**config.mk**
```make
export PLATFORM = sky130hd
export DESIGN_NAME = json_string_unescape_utf8
export DESIGN_NICKNAME = d
export VERILOG_FILES = /design/src/rtl/jsu_pkg.sv /design/src/rtl/jsu_decode.sv /design/src/rtl/json_string_unescape_utf8.sv
export VERILOG_INCLUDE_DIRS = /design/src /design/src/rtl
export SDC_FILE = /design/constraint.sdc
export NUM_CORES = 1
export LEC_CHECK = 0
export ABC_AREA = 1
export BUFFER_PORTS_ARGS = -buffer_cell sky130_fd_sc_hd__buf_2
export CAP_MARGIN = 20
export CORE_MARGIN = 8
export CORE_UTILIZATION = 42
export CTS_CLUSTER_DIAMETER = 80
export DETAILED_ROUTE_END_ITERATION = 16
export HOLD_SLACK_MARGIN = 0.02
export PLACE_DENSITY = 0.68
export SLEW_MARGIN = 20
export SYNTH_ARGS = -nofsm -noshare
export SYNTH_HDL_FRONTEND = slang
export SYNTH_SLANG_ARGS = --single-unit
```
**constraint.sdc**
```tcl
create_clock -name clk -period 7.1 [get_ports clk]
set_input_delay 0.71 -clock clk [delete_from_list [all_inputs] [get_ports clk]]
set_output_delay 0.71 -clock clk [all_outputs]
set_load 0.03 [all_outputs]
```
**src/rtl/assert_macros.svh**
```systemverilog
// Assertion helpers used by the RTL files that include them.
// Each macro samples on clk and is muted while arst_n is low.
`ifndef ASSERT_MACROS_SVH
`define ASSERT_MACROS_SVH

// Same-cycle implication.
`define ASSERT_IMPL(label, ante, cons, msg) \
	label: assert property (@(posedge clk) disable iff (!arst_n) (ante) |-> (cons)) \
		else $error(msg);

// Next-cycle implication.
`define ASSERT_NEXT(label, ante, cons, msg) \
	label: assert property (@(posedge clk) disable iff (!arst_n) (ante) |=> (cons)) \
		else $error(msg);

`endif

```
**src/rtl/jsu_pkg.sv**
```systemverilog
// ----------------------------------------------------------------------------
// jsu_pkg
// Types, character codes and helpers for the JSON string unescaper.
// ----------------------------------------------------------------------------
package jsu_pkg;

	// Escape tracking mode
	typedef enum logic [2:0] {
		MODE_NORMAL = 3'd0,
		MODE_ESCAPE = 3'd1,
		MODE_HEX1   = 3'd2,
		MODE_HEX2   = 3'd3,
		MODE_HEX3   = 3'd4,
		MODE_HEX4   = 3'd5
	} mode_t;

	// Character codes
	localparam logic [7:0] CH_QUOTE = 8'h22;
	localparam logic [7:0] CH_BSLASH = 8'h5C;
	localparam logic [7:0] CH_SLASH = 8'h2F;
	localparam logic [7:0] CH_B = 8'h62;
	localparam logic [7:0] CH_F = 8'h66;
	localparam logic [7:0] CH_N = 8'h6E;
	localparam logic [7:0] CH_R = 8'h72;
	localparam logic [7:0] CH_T = 8'h74;
	localparam logic [7:0] CH_U = 8'h75;
	localparam logic [7:0] CTL_BS = 8'h08;
	localparam logic [7:0] CTL_FF = 8'h0C;
	localparam logic [7:0] CTL_LF = 8'h0A;
	localparam logic [7:0] CTL_CR = 8'h0D;
	localparam logic [7:0] CTL_TAB = 8'h09;

	// One output word, without the last mark
	typedef struct packed {
		logic [7:0] out_byte;
		logic       byte_valid;
		logic       string_end;
		logic       error_flag;
	} result_t;

	// Up to three words caused by one input byte
	typedef struct packed {
		logic [1:0] count;
		result_t    r0;
		result_t    r1;
		result_t    r2;
	} group_t;

	// Hex digit value; anything else counts as zero
	function automatic logic [3:0] hex_value(input logic [7:0] ch);
		logic [7:0] d;
		begin
			d = 8'h00;
			if (ch >= 8'h30 && ch <= 8'h39) begin
				d = ch - 8'h30;
			end else if (ch >= 8'h41 && ch <= 8'h46) begin
				d = ch - 8'h37;
			end else if (ch >= 8'h61 && ch <= 8'h66) begin
				d = ch - 8'h57;
			end
			return d[3:0];
		end
	endfunction

endpackage

```
**src/rtl/jsu_decode.sv**
```systemverilog
// ----------------------------------------------------------------------------
// jsu_decode
// Next-state and result logic for one input byte: escape mode, \u code
// gathering and UTF-8 encoding of the finished code.
// ----------------------------------------------------------------------------
module jsu_decode
	import jsu_pkg::*;
(
	input  mode_t       mode,
	input  logic [15:0] accum,
	input  logic [7:0]  char_byte,
	input  logic        stream_end,
	output mode_t       nxt_mode,
	output logic [15:0] nxt_accum,
	output group_t      grp
);

	logic [15:0] code;

	// Shift the next hex digit into the code
	assign code = {accum[11:0], hex_value(char_byte)};

	always_comb begin
		nxt_mode = mode;
		nxt_accum = accum;
		grp = '0;
		if (stream_end) begin
			// Input ended inside the string: flag and reset
			nxt_mode = MODE_NORMAL;
			nxt_accum = 16'h0000;
			grp.count = 2'd1;
			grp.r0.error_flag = 1'b1;
		end else begin
			unique case (mode)
				MODE_ESCAPE: begin
					nxt_mode = MODE_NORMAL;
					grp.count = 2'd1;
					grp.r0.byte_valid = 1'b1;
					unique case (char_byte)
						CH_QUOTE:  grp.r0.out_byte = CH_QUOTE;
						CH_BSLASH: grp.r0.out_byte = CH_BSLASH;
						CH_SLASH:  grp.r0.out_byte = CH_SLASH;
						CH_B:      grp.r0.out_byte = CTL_BS;
						CH_F:      grp.r0.out_byte = CTL_FF;
						CH_N:      grp.r0.out_byte = CTL_LF;
						CH_R:      grp.r0.out_byte = CTL_CR;
						CH_T:      grp.r0.out_byte = CTL_TAB;
						CH_U: begin
							nxt_mode = MODE_HEX1;
							nxt_accum = 16'h0000;
							grp = '0;
						end
						default: begin
							// Unknown escape: drop it
							grp = '0;
						end
					endcase
				end
				MODE_HEX1, MODE_HEX2, MODE_HEX3: begin
					nxt_accum = code;
					nxt_mode = mode_t'(mode + 3'd1);
				end
				MODE_HEX4: begin
					nxt_mode = MODE_NORMAL;
					nxt_accum = 16'h0000;
					// Encode the code as UTF-8
					grp.r0.byte_valid = 1'b1;
					if (code[15:7] == 9'd0) begin
						grp.count = 2'd1;
						grp.r0.out_byte = code[7:0];
					end else if (code[15:11] == 5'd0) begin
						grp.count = 2'd2;
						grp.r0.out_byte = {3'b110, code[10:6]};
						grp.r1.out_byte = {2'b10, code[5:0]};
						grp.r1.byte_valid = 1'b1;
					end else begin
						grp.count = 2'd3;
						grp.r0.out_byte = {4'b1110, code[15:12]};
						grp.r1.out_byte = {2'b10, code[11:6]};
						grp.r1.byte_valid = 1'b1;
						grp.r2.out_byte = {2'b10, code[5:0]};
						grp.r2.byte_valid = 1'b1;
					end
				end
				default: begin
					// Normal text
					nxt_mode = MODE_NORMAL;
					if (char_byte == CH_BSLASH) begin
						nxt_mode = MODE_ESCAPE;
					end else if (char_byte == CH_QUOTE) begin
						nxt_accum = 16'h0000;
						grp.count = 2'd1;
						grp.r0.string_end = 1'b1;
					end else begin
						grp.count = 2'd1;
						grp.r0.out_byte = char_byte;
						grp.r0.byte_valid = 1'b1;
					end
				end
			endcase
		end
	end

endmodule

```
**src/rtl/json_string_unescape_utf8.sv**
```systemverilog
// ----------------------------------------------------------------------------
// json_string_unescape_utf8
// Unescapes the body of a JSON string literal into UTF-8 bytes.
// ----------------------------------------------------------------------------
// Usage:
//   Input channel (in_valid/in_ready): one raw byte per word, char_byte, or
//   stream_end high to report that the input ran out inside the string.
//   Output channel (out_valid/out_ready): one word per result, out_byte with
//   byte_valid, string_end on the closing quote, error_flag on early end,
//   and last on the final word caused by an input byte.
//   Results are registered and appear in the cycle after the input word is accepted.
//   Throughput: one input byte per cycle while each byte yields at most one
//   word and out_ready is high; a \u escape yielding two or three UTF-8 bytes
//   holds the input while the output register drains one word per cycle
//   with out_ready high. Bytes that yield nothing (backslash, u, the first
//   three hex digits) are taken at one per cycle without touching the output.
//   in_ready stays high while the output register is empty or its final
//   word is being taken in the same cycle.
//   Reset: normal text mode, code cleared, output register empty.
//   Receiver stall: the pending word holds, and the input stalls until the
//   final word of its group is taken.
// ----------------------------------------------------------------------------
module json_string_unescape_utf8
	import jsu_pkg::*;
(
	input  logic       clk,
	input  logic       arst_n,
	input  logic       in_valid,
	output logic       in_ready,
	input  logic [7:0] char_byte,
	input  logic       stream_end,
	output logic       out_valid,
	input  logic       out_ready,
	output logic [7:0] out_byte,
	output logic       byte_valid,
	output logic       string_end,
	output logic       error_flag,
	output logic       last
);

`include "assert_macros.svh"

	mode_t       mode_q;
	logic [15:0] accum_q;
	mode_t       nxt_mode;
	logic [15:0] nxt_accum;
	group_t      grp;
	result_t     r0_s1, r1_s1, r2_s1;
	logic [1:0]  cnt_q;
	logic [1:0]  idx_q;
	result_t     cur;
	logic        in_acc, out_acc, grp_done;

	jsu_decode u_decode (
		.mode       (mode_q),
		.accum      (accum_q),
		.char_byte  (char_byte),
		.stream_end (stream_end),
		.nxt_mode   (nxt_mode),
		.nxt_accum  (nxt_accum),
		.grp        (grp)
	);

	// Handshakes
	assign out_valid = (cnt_q != 2'd0);
	assign last = out_valid && (idx_q == cnt_q - 2'd1);
	assign grp_done = out_ready && last;
	assign in_ready = !out_valid || grp_done;
	assign in_acc = in_valid && in_ready;
	assign out_acc = out_valid && out_ready;

	// Select the current word of the group
	always_comb begin
		unique case (idx_q)
			2'd0:    cur = r0_s1;
			2'd1:    cur = r1_s1;
			default: cur = r2_s1;
		endcase
	end

	assign out_byte = cur.out_byte;
	assign byte_valid = cur.byte_valid;
	assign string_end = cur.string_end;
	assign error_flag = cur.error_flag;

	// Advance escape state on each accepted word
	always_ff @(posedge clk or negedge arst_n) begin
		if (!arst_n) begin
			mode_q <= MODE_NORMAL;
			accum_q <= 16'h0000;
		end else if (in_acc) begin
			mode_q <= nxt_mode;
			accum_q <= nxt_accum;
		end
	end

	// Track the output group
	always_ff @(posedge clk or negedge arst_n) begin
		if (!arst_n) begin
			cnt_q <= 2'd0;
			idx_q <= 2'd0;
		end else if (in_acc) begin
			cnt_q <= grp.count;
			idx_q <= 2'd0;
		end else if (out_acc) begin
			if (last) begin
				cnt_q <= 2'd0;
				idx_q <= 2'd0;
			end else begin
				idx_q <= idx_q + 2'd1;
			end
		end
	end

	// Load result payload
	always_ff @(posedge clk) begin
		if (in_acc) begin
			r0_s1 <= grp.r0;
			r1_s1 <= grp.r1;
			r2_s1 <= grp.r2;
		end
	end

	`ASSERT_IMPL(a_idx_in_group, cnt_q != 2'd0, idx_q < cnt_q, "word index beyond group")
	`ASSERT_IMPL(a_ready_only_when_free, in_ready && out_valid, out_ready && last,
		"input taken while group still pending")
	`ASSERT_IMPL(a_flags_final, out_valid && (string_end || error_flag), last && !byte_valid,
		"end or error word not final")
	`ASSERT_NEXT(a_end_resets, in_valid && in_ready && stream_end,
		mode_q == MODE_NORMAL && accum_q == 16'h0000 && cnt_q == 2'd1 && error_flag,
		"early end did not reset state")

endmodule

```
**Word-level counts from Yosys, hierarchy flattened**

Cells that the tools add are included.

- Bits in registers: 52
- Output and inout port bits: 14
- Word-level logic and storage cells: 106

- $add $sub $neg: 6
- Magnitude comparators: 6
- Equality and inequality tests: 18
- Multiplexer cells: 37
- Bitwise gates (word level): 1
- Reductions and logical operators: 22

Operators by type and width:

| kind | number |
|---|---|
| == test 8 x 7 -> 1 bit, second input constant | 7 |
| case mux 7 bit (8 select lines) | 1 |
| 2-to-1 mux 12 bit | 4 |
| 2-to-1 mux 9 bit | 5 |
| case mux 12 bit (3 select lines) | 1 |
| case mux 9 bit (2 select lines) | 2 |
| case mux 11 bit (3 select lines) | 1 |
| 2-to-1 mux 25 bit | 1 |
| case mux 11 bit (2 select lines) | 1 |
| == test 8 x 6 -> 1 bit, second input constant | 2 |
| >= comparator 8 x 7 -> 1 bit, second input constant | 2 |
| less-or-equal comparator 8 x 7 -> 1 bit, second input constant | 2 |
| 2-to-1 mux 2 bit | 8 |
| 2-to-1 mux 4 bit | 3 |
| 2-to-1 mux 11 bit | 1 |
| 2-to-1 mux 10 bit | 1 |
| logical NOT 9 bit | 1 |
| case mux 3 bit (3 select lines) | 1 |
| >= comparator 8 x 6 -> 1 bit, second input constant | 1 |
| less-or-equal comparator 8 x 6 -> 1 bit, second input constant | 1 |
| OR reduction 8 bit | 1 |
| subtractor 4 x 3 -> 4 bit, second input constant | 2 |
| logical AND 1 bit | 7 |
| 2-to-1 mux 7 bit | 1 |
| other kinds (26) | 33 |

**Longest topological paths before layout**

- Word-level depth: 9
- Mapped depth: 15
- Gate-level depth less buffers: 15

**Hierarchy**

A second synthesis with hierarchy kept.

- Cells, all modules: 502
- Area total of the unflattened synthesis: 3963.8 µm²

Modules (own cells, without submodules):

| module | instances | cells an instance | area an instance (µm²) | seq. area each (µm²) |
|---|---|---|---|---|
| json_string_unescape_utf8 | 1 | 203 | 2329.7 | 1566.5 |
| jsu_decode | 1 | 299 | 1634.1 | 0.0 |

**Worst setup path after synthesis**

OpenSTA, ideal clock, no wires.

- Path kind: flip-flop to flip-flop
- Start: reg cnt_q[0]
- End: reg mode_q[2]
- Data arrival time: 2264 ps
- Setup slack: 4689 ps
- Stages on the path, launching flop included: 13
- Period minus slack after synthesis: 2411 ps
- Cells stage by stage: dfrtp_1 inv_1 ha_1 nor2_1 nor2_1 nand2_1 nor2_4 nand2_4 nand2_4 nand2_4 clkinv_1 nand3b_1 o21ai_0

- Longest elaborated chain between the ends: 6

Ends and longest elaborated chain:

| element | line | source |
|---|---|---|
| start: declaration | json_string_unescape_utf8.sv:49 | `logic [1:0] cnt_q;` |
| start signal: assignment | json_string_unescape_utf8.sv:103 | `cnt_q <= grp.count;` |
| subtractor 2 x 1 -> 2 bit | json_string_unescape_utf8.sv:66 | `assign last = out_valid && (idx_q == cnt_q - 2'd1);` |
| == test 2 bit | json_string_unescape_utf8.sv:66 |  |
| logical AND 1 bit (*) | json_string_unescape_utf8.sv:66 |  |
| named net last | json_string_unescape_utf8.sv:38 | `output logic last` |
| logical AND 1 bit (*) | json_string_unescape_utf8.sv:67 | `assign grp_done = out_ready && last;` |
| logical OR 1 bit (*) | json_string_unescape_utf8.sv:68 | `assign in_ready = !out_valid \|\| grp_done;` |
| named net in_ready | json_string_unescape_utf8.sv:29 | `output logic in_ready,` |
| logical AND 1 bit (*) | json_string_unescape_utf8.sv:69 | `assign in_acc = in_valid && in_ready;` |
| named net in_acc | json_string_unescape_utf8.sv:52 | `logic in_acc, out_acc, grp_done;` |
| end signal: assignment | json_string_unescape_utf8.sv:92 | `mode_q <= nxt_mode;` |
| end: declaration | json_string_unescape_utf8.sv:43 | `mode_t mode_q;` |

Mark *: on every way through the listed nets, which the timed path passes. The rest lies on a longest branch.
A chain may end at the register's enable or synchronous reset.

**Worst setup path in the final report**

- Start: reg idx_q[0]
- End: out out_byte[5]

- Longest elaborated chain between the ends: 2

Ends and longest elaborated chain:

| element | line | source |
|---|---|---|
| start: declaration | json_string_unescape_utf8.sv:50 | `logic [1:0] idx_q;` |
| start signal: assignment | json_string_unescape_utf8.sv:110 | `idx_q <= idx_q + 2'd1;` |
| == test 2 x 1 -> 1 bit or logical NOT 2 bit (tied branches) | json_string_unescape_utf8.sv:74 | `unique case (idx_q)` |
| case mux 11 bit (2 select lines) (*) | json_string_unescape_utf8.sv:74 |  |
| end: declaration | json_string_unescape_utf8.sv:34 | `output logic [7:0] out_byte,` |

Every way passes the cells marked *; elsewhere a longest branch is shown, timed or not.

==> flow_results.org <==
** Placement
- At the end of routability-driven placement, the weighted congestion stood at 0.921.
- Number of I/O port buffers :: 26
- The placed instances occupy a cell area of 0.00301 sq mm.
- Post-DP HPWL :: 5040 um
- At the placement stage, the worst setup path has a slack of 4410 ps.

** Global routing
- After global routing the overflow that remains totals 0.
- Global-route wire length before repair :: 11100 um
- Maximum number of pins on one net before global-route repair :: 33
- The initial antenna violation count was 0.
- For this run, the total global-route usage over all layers was measured as 0.141.
- The number of global-route vias before repair is 2337.

** Synth
- In the synthesized netlist the dominant register cell turns out to be sky130_fd_sc_hd__edfxtp_1.
- Cell taking the most area after synthesis :: sky130_fd_sc_hd__edfxtp_1
- Yosys mapped the design onto 31 distinct sky130hd cell types.
- Sorting the synthesized cells by area gives the leading types as sky130_fd_sc_hd__edfxtp_1, sky130_fd_sc_hd__dfrtp_1, sky130_fd_sc_hd__nand2_1.
- The cell count after synthesis came out at 366.
- Share of the yosys chip area belonging to registers :: 0.434
- Average footprint of a synthesized cell :: 7.72 sq um
- After synthesis the cells add up to 0.00283 sq mm.
- Most frequent cells after synthesis :: sky130_fd_sc_hd__nand2_1, sky130_fd_sc_hd__inv_1, sky130_fd_sc_hd__nand3_1
- Yosys printed 0 warnings.
- Of the post-synthesis cell area, the dominant cell type holds 0.266.
- Post-synth net total :: 391
- sky130_fd_sc_hd__nand2_1 is the most common cell in the netlist.
- FF+latch count, synth :: 44
- Counting flops with a built-in enable in the synthesized netlist gives 25.
- Share of synthesized registers carrying an async set or reset :: 0.432

** Clock tree
- Clock sinks :: 44
- The number of clock buffers added by TritonCTS is 5.
- Largest buffer count on any clock path :: 2
- Number of instances resized during post-cts repair :: 0
- Count of hold buffers inserted by post-cts repair :: 0
- Number of levels in the clock H-tree :: 2
- TritonCTS built the clock tree.
- For the worst-skew pair, the clock arrives at the later sink with an insertion delay of 300 ps.
- Post-CTS setup repair buffer count :: 0
- The tree is rooted in a sky130_fd_sc_hd__clkbuf_8.
- After clock tree synthesis, the clock-pin slew on the worst setup and hold paths is 90 ps.

** Worst hold path
- Kind of path behind the tightest hold check :: in -> async

** Worst setup path
- The critical path goes through inv_1 > ha_1 > nor2_1 > a22oi_1 > nand2_1 > buf_2.
- Max Fanout on Critical Path :: 12
- Worst Setup End Kind :: primary output
- Bufs and invs on worst path :: 2
- At the worst endpoint, the required time is 6390 ps.
- At the worst endpoint, the arrival time is 2080 ps.
- Among cell families on the critical path, the largest total delay comes from simple AND/OR/NAND/NOR gates.
- Worst setup SP type :: flop
- Delay contributed by the slowest stage of the critical path :: 490 ps
- The setup path with the least slack is of type reg -> out.
- Standard cell with the maximum stage delay on the critical path :: sky130_fd_sc_hd__nor2_1

** STA
- Total negative slack for setup checks :: 0 ps
- The hold violation total from the final report is 0.
- Derived from the worst setup path, the maximum achievable clock frequency is 0.358 GHz.
- Final period utilization :: 0.394
- Hold is met by 351 ps.
- Final Max Slew Viols :: 0
- Across the routed clock network, the largest skew measured is 14.9 ps.
- Once routing completed, OpenROAD measured the worst setup slack at 4310 ps.
- The smallest clock period supported by the final layout is computed as 2790 ps.
- For the pin with the worst max-slew slack, the measured transition is 966 ps.
- Headroom to the max-slew limit :: 0.352
- Setup repair after global routing missed its margin :: false
- Count of endpoints failing setup in the final report :: 0

** Die
- In this run the standard cell core region covers 0.00664 sq mm.
- Pin placement for this block handled 27 I/O pins.
- The initial utilization of the core area, before any placement, comes to 0.425.
- The die is 98.0 um wide.
- After floorplanning, the core was divided into 30 placement rows.
- Die Footprint :: 0.00961 sq mm
- Y dimension of the die :: 98.0 um

** Cells and area
- Area growth from synthesis to layout :: 9.34%
- Once layout is complete, the utilization of the core stands at 0.465.
- Of the cells placed in the final design, the portion with a size suffix greater than 1 is 0.135.
- The number of antenna diodes in the final layout is 0.
- Fill cell total of the finished layout :: 644
- Post-Layout Inst Area :: 0.00309 sq mm
- For this run, the post-layout net count is 418.

** Route
- The count of nets left with antenna violations once routing finished came out at 0.
- Summed over all layers, the routed wires come to 6480 um.
- Total iterations of the first detailed-routing run :: 4
- In the final routed layout, each cell accounts on average for 13.7 um.
- Dividing the detail-routed via count by the number of cells gives 5.08.
- Detailed router's first-iteration violation count :: 175
- Total vias in the final route :: 2406
- Remaining design rule violation count :: 0

** Flow run
- Max-cap viol count :: 0

** Power
- For this design the ratio of total power to cell area is 277 mW/mm^2.
- Leakage :: 1.53 nW
- The worst-case IR drop observed on VDD is 0.0856 mV.

** Outcome
- The run finished with clean final reports.
-- metrics by stage --
step	cells	power (mW)
after floorplan	366	0.615
after global placement	466	0.709
after detailed placement	466	0.714
after CTS	474	0.861
after global routing	474	0.909
final	474	0.855
-- sequential cells by signal (all words and copies together), names as in the netlist --
signal / cells
r1_s1: 7
r2_s1: 7
accum_q: 12
cnt_q: 2
idx_q: 2
mode_q: 3
r0_s1: 11
-- kinds of logic after synthesis --
group	synth area share
adders and majority gates	0.0531
buffers and inverters	0.0965
and+or+nand+nor	0.304
DFF	0.434
AOI/OAI and AO/OA	0.113
-- per-layer routing --
metal,share of wire,track usage,vias to the layer above
met2,0.48,0.232,61
met3,0.045,0.0242,7
met5,0,0,-
met4,0.013,0.0552,0
met1,0.46,0.178,1093
li1,-,-,1245
-- where the power goes --
part / switching, mW / internal, mW
Sequential: 0.0158 / 0.320
Combinational: 0.268 / 0.0995
Clock: 0.0823 / 0.0692
-- cell usage in the layout (no fill, tap or decap), drive strengths merged, types with 2 or more instances in the layout --
| cell type | n |
|---|---|
| nor2 | 37 |
| edfxtp | 25 |
| o22ai | 3 |
| nand3 | 35 |
| clkbuf | 7 |
| nand3b | 2 |
| dfrtp | 19 |
| ha | 12 |
| buf | 26 |
| nor3 | 7 |
| clkinv | 2 |
| a21oi | 10 |
| inv | 59 |
| a22oi | 7 |
| o21ai | 30 |
| nand4 | 5 |
| nand2 | 105 |
-- final cells by class --
type                    count  area [sq um]  area share
flip-flops and latches     44          1230       0.397
well taps                  80           100      0.0324
inverters                  60           225      0.0729
multi-input cells         256          1330       0.430
repair buffers             26           130      0.0421
clock inverters             1          5.00     0.00162
clock buffers               7          76.3      0.0247
-- worst register-to-register path: stages, from the launching register on --
cell	delay (ps)
sky130_fd_sc_hd__dfrtp_1	390
sky130_fd_sc_hd__inv_1	60
sky130_fd_sc_hd__ha_1	300
sky130_fd_sc_hd__nor2_1	90
sky130_fd_sc_hd__nor2_1	50
sky130_fd_sc_hd__nand2_1	120
sky130_fd_sc_hd__nor2_4	60
sky130_fd_sc_hd__nand2_4	70
sky130_fd_sc_hd__nand2_4	50
sky130_fd_sc_hd__nand2_4	100
sky130_fd_sc_hd__clkinv_1	760
sky130_fd_sc_hd__nand3_1	330
sky130_fd_sc_hd__o21ai_0	110
-- worst paths after layout --
kind                       slack [ps]  depth (start not counted)     start           to
min reg2reg                       530                          2  cnt_q[1]     cnt_q[1]
max in group asynchronous        6420                          1    arst_n    mode_q[0]
max reg2reg                      4470                         12  cnt_q[0]    mode_q[1]
min                               350                          1    arst_n   accum_q[4]
max                              4310                          6  idx_q[0]  out_byte[5]
min in group clk                  530                          2  cnt_q[1]     cnt_q[1]
Note: power is estimated with default switching activity, not from simulation.
